`config.mk`:
```
export PLATFORM = sky130hd
export DESIGN_NAME = terminal_key_sequence_decoder
export DESIGN_NICKNAME = d
export VERILOG_FILES = /design/src/rtl/tksd_pkg.sv /design/src/rtl/terminal_key_sequence_decoder.sv
export SDC_FILE = /design/constraint.sdc
export NUM_CORES = 1
export LEC_CHECK = 0
export ABC_CLOCK_PERIOD_IN_PS = 11100
export BUFFER_PORTS_ARGS = -buffer_cell sky130_fd_sc_hd__buf_2
export CAP_MARGIN = 15
export CORE_MARGIN = 2
export CORE_UTILIZATION = 47
export CTS_CLUSTER_DIAMETER = 100
export DETAILED_ROUTE_END_ITERATION = 12
export PLACE_DENSITY_LB_ADDON = 0.12
export SLEW_MARGIN = 10
export SYNTH_ARGS = -nofsm -noshare
export SYNTH_HDL_FRONTEND = slang
export SYNTH_SLANG_ARGS = --single-unit
```
`constraint.sdc`:
```
create_clock -name i_clk -period 11.1 [get_ports i_clk]
set_clock_uncertainty 0.15 [all_clocks]
set_input_delay 2.22 -clock i_clk [delete_from_list [all_inputs] [get_ports i_clk]]
set_output_delay 2.22 -clock i_clk [all_outputs]
set_load 0.02 [all_outputs]
```
`src/rtl/tksd_pkg.sv`:
```
package tksd_pkg;

    localparam int CNT_W  = 6;
    localparam int IDLE_W = 10;

    // request codes
    localparam logic [1:0] REQ_BYTE   = 2'd0;
    localparam logic [1:0] REQ_TICK   = 2'd1;
    localparam logic [1:0] REQ_CLOSED = 2'd2;

    // key codes
    localparam logic [2:0] KEY_UP     = 3'd0;
    localparam logic [2:0] KEY_DN     = 3'd1;
    localparam logic [2:0] KEY_RETURN = 3'd2;
    localparam logic [2:0] KEY_INTR   = 3'd3;
    localparam logic [2:0] KEY_EOF    = 3'd4;
    localparam logic [2:0] KEY_TEXT   = 3'd5;
    localparam logic [2:0] KEY_ESC    = 3'd6;

    // byte values
    localparam logic [7:0] BYTE_ESC   = 8'h1b;
    localparam logic [7:0] BYTE_CR    = 8'h0d;
    localparam logic [7:0] BYTE_LF    = 8'h0a;
    localparam logic [7:0] BYTE_ETX   = 8'h03;
    localparam logic [7:0] BYTE_EOT   = 8'h04;
    localparam logic [7:0] BYTE_SPACE = 8'h20;
    localparam logic [7:0] BYTE_DEL   = 8'h7f;
    localparam logic [7:0] BYTE_CSI   = 8'h5b;
    localparam logic [7:0] BYTE_SS3   = 8'h4f;
    localparam logic [7:0] BYTE_UP    = 8'h41;
    localparam logic [7:0] BYTE_DOWN  = 8'h42;
    localparam logic [7:0] BYTE_FIN_LO = 8'h40;
    localparam logic [7:0] BYTE_FIN_HI = 8'h7e;

    localparam logic [IDLE_W-1:0] TIMEOUT_RST = 10'd75;

    typedef struct packed {
        logic [1:0] req_type;
        logic [7:0] data_byte;
    } t_in_item;

    typedef struct packed {
        logic [2:0] key_code;
        logic [6:0] char_code;
    } t_out_item;

endpackage

```
`src/rtl/terminal_key_sequence_decoder.sv`:
```
// channel   dir  handshake                  payload
// in        in   i_in_valid / o_in_stall    i_in_data  (t_in_item)
// out       out  o_out_valid / i_out_stall  o_out_data (t_out_item)
// cfg       in   i_cfg_valid / o_cfg_ready  i_cfg_data (escape timeout)
//
// one item per cycle sustained while the output is not stalled; an item waits in the input
// register and its key, if any, then goes into the result register
// the decode of one item against the sequence state is a single pass of logic
// reset (synchronous, active low) clears the sequence state and sets the
// timeout to 75 ticks; a stalled output holds the result register, and the input register when full
module terminal_key_sequence_decoder
    import tksd_pkg::*;
#(
    parameter int BUFFER_BYTES = 32
) (
    input  logic         i_clk,
    input  logic         i_rst_n,
    input  logic         i_in_valid,
    input  t_in_item     i_in_data,
    output logic         o_in_stall,
    output logic         o_out_valid,
    output t_out_item    o_out_data,
    input  logic         i_out_stall,
    input  logic         i_cfg_valid,
    input  logic [9:0]   i_cfg_data,
    output logic         o_cfg_ready
);

    // sequence phase
    typedef enum logic [1:0] {
        PH_NONE = 2'd0,
        PH_ESC  = 2'd1,
        PH_CSI  = 2'd2,
        PH_SS3  = 2'd3
    } t_phase;

    localparam logic [CNT_W-1:0] BufLimit = CNT_W'(BUFFER_BYTES);

    // input register
    logic                r_in_valid;
    t_in_item            r_in_item;
    // result register
    logic                r_out_valid;
    t_out_item           r_out_item;
    // sequence state and timeout register
    t_phase              r_phase,  n_phase;
    logic [CNT_W-1:0]    r_count,  n_count;
    logic [IDLE_W-1:0]   r_idle,   n_idle;
    logic [IDLE_W-1:0]   r_timeout;

    logic                n_emit;
    t_out_item           n_item;
    logic                w_advance;
    logic [CNT_W-1:0]    w_count_inc;
    logic [IDLE_W-1:0]   w_idle_inc;
    logic [7:0]          w_b;

    // the decode stage moves whenever the result register is free or drains
    assign w_advance   = !r_out_valid || !i_out_stall;
    assign o_in_stall  = r_in_valid && !w_advance;
    assign o_out_valid = r_out_valid;
    assign o_out_data  = r_out_item;
    // config must only arrive while idle; the block does not enforce this, and the port is always open
    assign o_cfg_ready = 1'b1;

    assign w_b         = r_in_item.data_byte;
    assign w_count_inc = r_count + 1'b1;
    // idle counter saturates at all ones
    assign w_idle_inc  = (r_idle == '1) ? r_idle : r_idle + 1'b1;

    always_comb begin
        n_phase = r_phase;
        n_count = r_count;
        n_idle  = r_idle;
        n_emit  = 1'b0;
        n_item  = '{key_code: KEY_UP, char_code: 7'd0};
        case (r_in_item.req_type)
            REQ_BYTE: begin
                n_idle = '0;
                case (r_phase)
                    PH_NONE: begin
                        if (w_b == BYTE_ESC) begin
                            n_phase = PH_ESC;
                            n_count = CNT_W'(1);
                        end else if (w_b == BYTE_CR || w_b == BYTE_LF) begin
                            n_emit = 1'b1;
                            n_item.key_code = KEY_RETURN;
                        end else if (w_b == BYTE_ETX) begin
                            n_emit = 1'b1;
                            n_item.key_code = KEY_INTR;
                        end else if (w_b == BYTE_EOT) begin
                            n_emit = 1'b1;
                            n_item.key_code = KEY_EOF;
                        end else if (w_b >= BYTE_SPACE && w_b < BYTE_DEL) begin
                            n_emit = 1'b1;
                            n_item.key_code  = KEY_TEXT;
                            n_item.char_code = w_b[6:0];
                        end
                    end
                    PH_ESC: begin
                        if (w_b == BYTE_CSI) begin
                            n_phase = PH_CSI;
                            n_count = CNT_W'(2);
                        end else if (w_b == BYTE_SS3) begin
                            n_phase = PH_SS3;
                            n_count = CNT_W'(2);
                        end else begin
                            // alt key, swallowed
                            n_phase = PH_NONE;
                            n_count = '0;
                        end
                    end
                    PH_SS3: begin
                        n_phase = PH_NONE;
                        n_count = '0;
                        if (w_b == BYTE_UP) begin
                            n_emit = 1'b1;
                            n_item.key_code = KEY_UP;
                        end else if (w_b == BYTE_DOWN) begin
                            n_emit = 1'b1;
                            n_item.key_code = KEY_DN;
                        end
                    end
                    default: begin
                        // inside csi: arrows only right after the bracket
                        if (r_count == CNT_W'(2) && w_b == BYTE_UP) begin
                            n_phase = PH_NONE;
                            n_count = '0;
                            n_emit  = 1'b1;
                            n_item.key_code = KEY_UP;
                        end else if (r_count == CNT_W'(2) && w_b == BYTE_DOWN) begin
                            n_phase = PH_NONE;
                            n_count = '0;
                            n_emit  = 1'b1;
                            n_item.key_code = KEY_DN;
                        end else if (w_b >= BYTE_FIN_LO && w_b <= BYTE_FIN_HI) begin
                            n_phase = PH_NONE;
                            n_count = '0;
                        end else if (w_count_inc >= BufLimit) begin
                            // overlong sequence dropped
                            n_phase = PH_NONE;
                            n_count = '0;
                        end else begin
                            n_count = w_count_inc;
                        end
                    end
                endcase
            end
            REQ_TICK: begin
                if (r_phase != PH_NONE) begin
                    if (w_idle_inc >= r_timeout) begin
                        // pending sequence after silence gives an escape key
                        n_phase = PH_NONE;
                        n_count = '0;
                        n_idle  = '0;
                        n_emit  = 1'b1;
                        n_item.key_code = KEY_ESC;
                    end else begin
                        n_idle = w_idle_inc;
                    end
                end
            end
            REQ_CLOSED: begin
                n_phase = PH_NONE;
                n_count = '0;
                n_idle  = '0;
                n_emit  = 1'b1;
                n_item.key_code = KEY_EOF;
            end
            default: begin
                // unknown request, no effect
            end
        endcase
    end

    always_ff @(posedge i_clk) begin
        if (!i_rst_n) begin
            r_in_valid  <= 1'b0;
            r_out_valid <= 1'b0;
            r_phase     <= PH_NONE;
            r_count     <= '0;
            r_idle      <= '0;
            r_timeout   <= TIMEOUT_RST;
        end else begin
            if (i_cfg_valid) begin
                r_timeout <= i_cfg_data;
            end
            // input register takes a transfer when empty or moving on
            if (!o_in_stall) begin
                r_in_valid <= i_in_valid;
            end
            if (w_advance) begin
                r_out_valid <= r_in_valid && n_emit;
                if (r_in_valid) begin
                    r_phase <= n_phase;
                    r_count <= n_count;
                    r_idle  <= n_idle;
                end
            end
        end
        // payload registers
        if (!o_in_stall && i_in_valid) begin
            r_in_item <= i_in_data;
        end
        if (w_advance && r_in_valid && n_emit) begin
            r_out_item <= n_item;
        end
    end

endmodule

```
==> run metrics, run 1 <==
Total GRT Usage 0.184; # placed instances 407; area occupied by multi-input gates 0.00146 mm2; min Tclk post-route 5.04 ns; horizontal die dimension 80.9 um; Chip Height 80.9 um; Arrival @ worst endpoint 2.67 ns; clock-pin slew reported for the worst setup and hold paths after clock tree synthesis 0.09 ns; post-synthesis average cell area 8.99 um2; vias in the first global route 2,006; number of warnings printed during yosys synthesis 0; count leader, synth sky130_fd_sc_hd__dfxtp_1; cell accounting for the most synthesized area sky130_fd_sc_hd__dfxtp_1; launch instance of the worst min-delay path r_timeout[1]$_SDFFE_PN1P_; status finished, final reports clean; cell at the root of the clock tree sky130_fd_sc_hd__clkbuf_8; Post-synth top cells sky130_fd_sc_hd__dfxtp_1, sky130_fd_sc_hd__nand2_1, sky130_fd_sc_hd__nor2_1; routed via count divided by cell count 5.40; number of distinct standard cells referenced by the synthesized netlist 51; core region area 0.00582 mm2; Critical Setup Path Class input pin to primary output; internal power of the cells 298 uW; peak supply drop 0.0775 mV; number of DRC violations after detailed routing 0; hold path cells 2; destination of the worst hold path r_timeout[1]$_SDFFE_PN1P_; Clock Latency Late Sink 0.30 ns; wire length of the first global-routing pass 9350 um; Gate power share 0.078; post-CTS repair timing setup buffer count 0; CP Capture Type primary output; sequential area share after synthesis 0.432; share of flip-flops with an asynchronous set or reset after synthesis 0; post-route standard cell area excluding fillers 0.00313 mm2; origin of the critical flop-to-flop path r_idle[2]$_SDFFE_PN0P_; Net count, final 381; sequential cell area in the final layout 0.00120 mm2; number of vias after detailed routing 2,241; clock tree from TritonCTS done; layout cell share with drive strength beyond 1 0.138; post-synthesis instance total 309; Final HPWL DP 4000 um; FF-to-FF setup slack 6.98 ns; Clock Sinks 50; path type of the worst min-delay path flop to flop; count of cells along the worst register-to-register path 11; synthesized flop and latch total 50; final number of hold-violating endpoints 0; last weighted congestion value of the routability-driven placer 0.913; final total negative setup slack 0 ns; critical-path maximum fanout 3; Fmax achieved 198 MHz; Routed WL per cell 13.5 um; Mapped Area 0.00278 mm2; sequential share of power 0.525; net count after synthesis 351; Max Slew Vio Count 0; total power density per cell area 123 mW/mm2; clock network fraction of design power 0.397; setup repair after global routing missed its margin false; ANT cells 0; initial cell density of the core 0.478; cell area after placement 0.00299 mm2; GR Overflow Total 0; Top-Level Pins 38; Worst-Margin Slew 1.05 ns; Leak Pwr 1.30 nW; area share of the leading cell type in the synthesized netlist 0.216; number of placement rows 28; fillcell total 553; Die Footprint 0.00654 mm2; WP data required 8.73 ns; Port Buf Inserts 36; remaining antenna violation count after routing 0; total of hold buffers inserted after clock tree synthesis 0; drt initial violations 99; pin count of the biggest net entering global routing 24; share of the clock period used by the worst path after layout 0.454; switching portion of total power 0.223; Relative slew margins 0.297; # setup viols final 0; H-tree levels 2; number of buffers inserted during clock tree synthesis 5; launching element type of the critical path input pin; count of flip-flops with a built-in enable after synthesis 20; cell types with the largest area share after synthesis sky130_fd_sc_hd__dfxtp_1, sky130_fd_sc_hd__edfxtp_1, sky130_fd_sc_hd__ha_1; # Max-Cap Violations 0; fin cells 415; worst reg2reg endpoint o_out_data[7]$_DFFE_PP_; P_sw 85.5 uW; post-cts sizing count 0; Bufs on Longest Clock Path 2; length of the first detailed-routing pass in iterations 4; dominant synthesized flop cell sky130_fd_sc_hd__dfxtp_1; antenna violations before repair 0; synthesis-to-layout area growth 12.5%; routed wire length 5580 um
[flip-flops by register name (all words and copies together) (netlist names)]
signal and flops:
o_out_valid 1, w_b 8, r_idle 10, r_in_item 2, r_timeout 10, r_phase 2, r_count 6, o_out_data 10
r_in_valid 1
[how the worst max path moves through the flow]
stage	start	endpoint	slack (ns)	cells after the start
final	i_out_stall	o_in_stall	6.06	3
after global routing	i_out_stall	o_in_stall	6.03	3
after CTS	i_out_stall	o_in_stall	6.05	3
after detailed placement	i_out_stall	o_in_stall	6.06	3
after global placement	i_out_stall	o_in_stall	6.07	3
after floorplan	i_out_stall	o_in_stall	6.22	1
[power by group through the flow]
stage / combinational (mW) / sequential [mW] / clock (mW)
floorplan: 0.0220 / 0.203 / 0
global placement: 0.0295 / 0.205 / 0
detailed placement: 0.0302 / 0.205 / 0
CTS: 0.0303 / 0.201 / 0.157
global route: 0.0346 / 0.202 / 0.162
finish: 0.0301 / 0.201 / 0.152
[worst max-delay path, stage by stage]
cell and delay, ns:
sky130_fd_sc_hd__buf_2 0.10, sky130_fd_sc_hd__and3_1 0.19, sky130_fd_sc_hd__buf_2 0.16
[routing by layer]
metal | global-route usage | routed length, um | part of all wire
met4 | 0.0576 | 84 | 0.015
met1 | 0.275 | 2920 | 0.52
met3 | 0.0367 | 213 | 0.038
met2 | 0.268 | 2360 | 0.42
met5 | 0 | 0 | 0
[metrics by stage]
step	hold slack [ns]	power [mW]	utilization	setup slack (ns)
global route	0.359	0.399	0.538	6.03
floorplan	0.299	0.225	-	6.22
detailed placement	0.327	0.236	0.515	6.06
CTS	0.348	0.389	0.538	6.05
global placement	0.313	0.235	0.515	6.07
finish	0.346	0.383	0.538	6.06
[cell families after synthesis]
| family | Yosys count | synth area share |
|---|---|---|
| xor gates and xnor gates | 6 | 0.0189 |
| and+or+nand+nor | 131 | 0.247 |
| AOI/OAI and AO/OA | 67 | 0.152 |
| other | 1 | 0.00135 |
| buffers and inverters | 29 | 0.0428 |
| muxes | 8 | 0.0288 |
| DFF | 50 | 0.432 |
| adders and majority gates | 17 | 0.0765 |
[area by class of cell]
| cell class | instances | share of cell area |
|---|---|---|
| clock buffers | 5 | 0.0220 |
| clock inverters | 3 | 0.0204 |
| inverters | 16 | 0.0192 |
| multi-input cells | 230 | 0.467 |
| flip-flops and latches | 50 | 0.384 |
| well taps | 75 | 0.0300 |
| repair buffers | 36 | 0.0576 |
[placed cells by master, fill, tap and decap left out, types with 4 or more instances in the layout]
master	count
sky130_fd_sc_hd__nand2_1	26
sky130_fd_sc_hd__or4_1	4
sky130_fd_sc_hd__edfxtp_1	20
sky130_fd_sc_hd__or3_1	4
sky130_fd_sc_hd__nand3_1	19
sky130_fd_sc_hd__nor3_1	10
sky130_fd_sc_hd__a21oi_1	17
sky130_fd_sc_hd__o211ai_1	5
sky130_fd_sc_hd__mux2i_1	8
sky130_fd_sc_hd__a211oi_1	4
sky130_fd_sc_hd__nand2b_1	5
sky130_fd_sc_hd__xnor2_1	4
sky130_fd_sc_hd__nor2_1	24
sky130_fd_sc_hd__dfxtp_1	30
sky130_fd_sc_hd__nor2b_1	6
sky130_fd_sc_hd__clkbuf_8	5
sky130_fd_sc_hd__buf_2	36
sky130_fd_sc_hd__and2_1	10
sky130_fd_sc_hd__ha_1	17
sky130_fd_sc_hd__o21ai_0	19
sky130_fd_sc_hd__inv_1	15
sky130_fd_sc_hd__and3_1	8
No activity file was read; power rests on OpenSTA's default activity.
==> run 2, diff against run 1 <==
--- a/config.mk
+++ b/config.mk
@@ -5,7 +5,7 @@
 export SDC_FILE = /design/constraint.sdc
 export NUM_CORES = 1
 export LEC_CHECK = 0
-export ABC_CLOCK_PERIOD_IN_PS = 11100
+export ABC_CLOCK_PERIOD_IN_PS = 4600
 export BUFFER_PORTS_ARGS = -buffer_cell sky130_fd_sc_hd__buf_2
 export CAP_MARGIN = 15
 export CORE_MARGIN = 2
==> constraint.sdc (replaced) <==
create_clock -name i_clk -period 4.6 [get_ports i_clk]
set_clock_uncertainty 0.15 [all_clocks]
set_input_delay 0.92 -clock i_clk [delete_from_list [all_inputs] [get_ports i_clk]]
set_output_delay 0.92 -clock i_clk [all_outputs]
set_load 0.02 [all_outputs]
==> run 2 against run 1 <==
Compared with the run above:
- global-route usage grew 0.27 points
- sequential share of layout area grew 0.50 points
- count of clock-buffer cells in the layout is the same
- via count grew 3.2%
- sequential cell count is the same
- worst hold slack gained 0.00098 ns
- combinational power grew 140%
- largest power group unchanged
- register-to-register slack lost 6.4 ns
- sequential power grew 140%
- utilization shrank 0.69 points
- cell area shrank 1.3%
- final cell count grew 0.24%
==> run metrics, run 2 (synthesis gave the netlist of run 1 again) <==
status finished, final reports clean; number of DRC violations after detailed routing 0 (unchanged); Relative slew margins 0.440 (+0.144); post-CTS repair timing setup buffer count 0 (unchanged); fillcell total 575 (+4.0%); clock tree from TritonCTS done; most common cell after layout, fill and taps aside sky130_fd_sc_hd__buf_2; Bufs on Longest Clock Path 2 (unchanged); vias in the first global route 2,108 (+5.1%); Chip Height 80.9 um (unchanged); total length of routed met2 wires 2580 um (+9.3%); ANT cells 0 (unchanged); Routed WL per cell 13.8 um (+2.7%); area occupied by multi-input gates 0.00146 mm2 (unchanged); launching element type of the critical path flop; Port Buf Inserts 36 (unchanged); Worst-Margin Slew 0.836 ns (-0.216 ns); Clock Sinks 50 (unchanged); synthesis-to-layout area growth 11.1%; metal3 WL 195 um (-8.5%); post-route standard cell area excluding fillers 0.00309 mm2 (-1.3%); setup repair after global routing missed its margin false; routed via count divided by cell count 5.56 (+3.0%); initial cell density of the core 0.478 (unchanged); highest routed metal layer met4; final number of hold-violating endpoints 0 (unchanged); drt initial violations 125 (+26%); Final HPWL DP 4280 um (+7.0%); highest-count cells in the layout ignoring fill and taps sky130_fd_sc_hd__buf_2, sky130_fd_sc_hd__dfxtp_1, sky130_fd_sc_hd__nand2_1; total of hold buffers inserted after clock tree synthesis 0 (unchanged); Max Slew Vio Count 0 (unchanged); layout cell share with drive strength beyond 1 0.141 (+0.00253); final total negative setup slack 0 ns (unchanged); horizontal die dimension 80.9 um (unchanged); cell at the root of the clock tree sky130_fd_sc_hd__clkbuf_8; # Max-Cap Violations 0 (unchanged); Top-Level Pins 38 (unchanged); Leak Pwr 1.28 nW (-1.5%); Fmax achieved 251 MHz; last weighted congestion value of the routability-driven placer 0.878 (-3.8%); remaining antenna violation count after routing 0 (unchanged); critical-path maximum fanout 13 (+10); Arrival @ worst endpoint 4.05 ns (+1.38 ns); core region area 0.00582 mm2 (unchanged); Critical Setup Path Class flop to flop; pin count of the biggest net entering global routing 24 (unchanged); share of the clock period used by the worst path after layout 0.865; WP data required 4.67 ns (-4.06 ns); H-tree levels 2 (unchanged); number of buffers inserted during clock tree synthesis 5 (unchanged); Die Footprint 0.00654 mm2 (unchanged); hold_ws 0.347 ns (+0.000975 ns); post-cts sizing count 0 (unchanged); number of placement rows 28 (unchanged); clock-pin slew reported for the worst setup and hold paths after clock tree synthesis 0.09 ns (about the same); CP Capture Type flop; number of vias after detailed routing 2,313 (+3.2%); total power density per cell area 262 mW/mm2 (+110%); length of the first detailed-routing pass in iterations 4 (unchanged); Total GRT Usage 0.187 (+0.00275); routed wire length 5750 um (+3.0%); wire length of the first global-routing pass 9580 um (+2.5%); antenna violations before repair 0 (unchanged); cell area after placement 0.00300 mm2 (+0.25%); peak supply drop 0.147 mV (+90%); Clock Latency Late Sink 0.30 ns (about the same); path type of the worst min-delay path flop to flop; GR Overflow Total 0 (unchanged); # setup viols final 0 (unchanged); sequential cell area in the final layout 0.00120 mm2 (unchanged); Net count, final 382 (+0.26%); metal1 wirelength 2890 um (-1.1%); min Tclk post-route 3.98 ns
-- run 2: worst max-delay path: stages (launching register included) --
cell                        delay [ns]
sky130_fd_sc_hd__dfxtp_1          0.46
sky130_fd_sc_hd__and4_1           0.32
sky130_fd_sc_hd__and3_1           0.29
sky130_fd_sc_hd__nand4_2          0.27
sky130_fd_sc_hd__xnor2_1          0.24
sky130_fd_sc_hd__ha_1             0.25
sky130_fd_sc_hd__nand2b_1         0.14
sky130_fd_sc_hd__a211oi_1         0.26
sky130_fd_sc_hd__a2bb2oi_1        0.26
sky130_fd_sc_hd__o21ai_0          0.21
sky130_fd_sc_hd__nor2_1           0.70
sky130_fd_sc_hd__a21oi_1          0.16
sky130_fd_sc_hd__nor3_1           0.18
-- run 2: stage by stage --
stage	utilization	setup WS (ns)	instances	power, mW
3_5_place_dp	0.516	0.721	408	0.569
3_3_place_gp	0.516	0.779	408	0.568
2_1_floorplan	-	1.08	309	0.544
5_1_grt	0.531	0.202	416	0.845
4_1_cts	0.531	0.656	416	0.817
6_report	0.531	0.620	416	0.810
-- run 2: worst paths after layout --
check        depth (start not counted)                   endpoint                       from  slack, ns
max                                 12     r_idle[6]$_SDFFE_PN0P_     r_idle[2]$_SDFFE_PN0P_       0.62
min                                  2  r_timeout[1]$_SDFFE_PN1P_  r_timeout[1]$_SDFFE_PN1P_       0.35
max reg2reg                         12     r_idle[6]$_SDFFE_PN0P_     r_idle[2]$_SDFFE_PN0P_       0.62
min reg2reg                          2  r_timeout[1]$_SDFFE_PN1P_  r_timeout[1]$_SDFFE_PN1P_       0.35
-- run 2: power by group --
part           leakage, nW  switching [mW]  internal, mW
registers            0.450          0.0121         0.473
clock network       0.0416           0.146         0.104
logic                0.787          0.0429        0.0306
total                 1.28           0.201         0.609
-- run 2: final cells by class --
class	count	area share
Clock inverter	3	0.00527
Tap cell	75	0.0304
Inverter	16	0.0195
Timing Repair Buffer	37	0.0608
Clock buffer	5	0.0223
Multi-Input combinational cell	230	0.473
Sequential cell	50	0.389
-- run 2: per-layer routing --
| layer | up-vias | global-route usage |
|---|---|---|
| met1 | 1084 | 0.267 |
| li1 | 1178 | - |
| met2 | 43 | 0.290 |
| met3 | 8 | 0.0367 |
| met4 | 0 | 0.0525 |
| met5 | - | 0 |
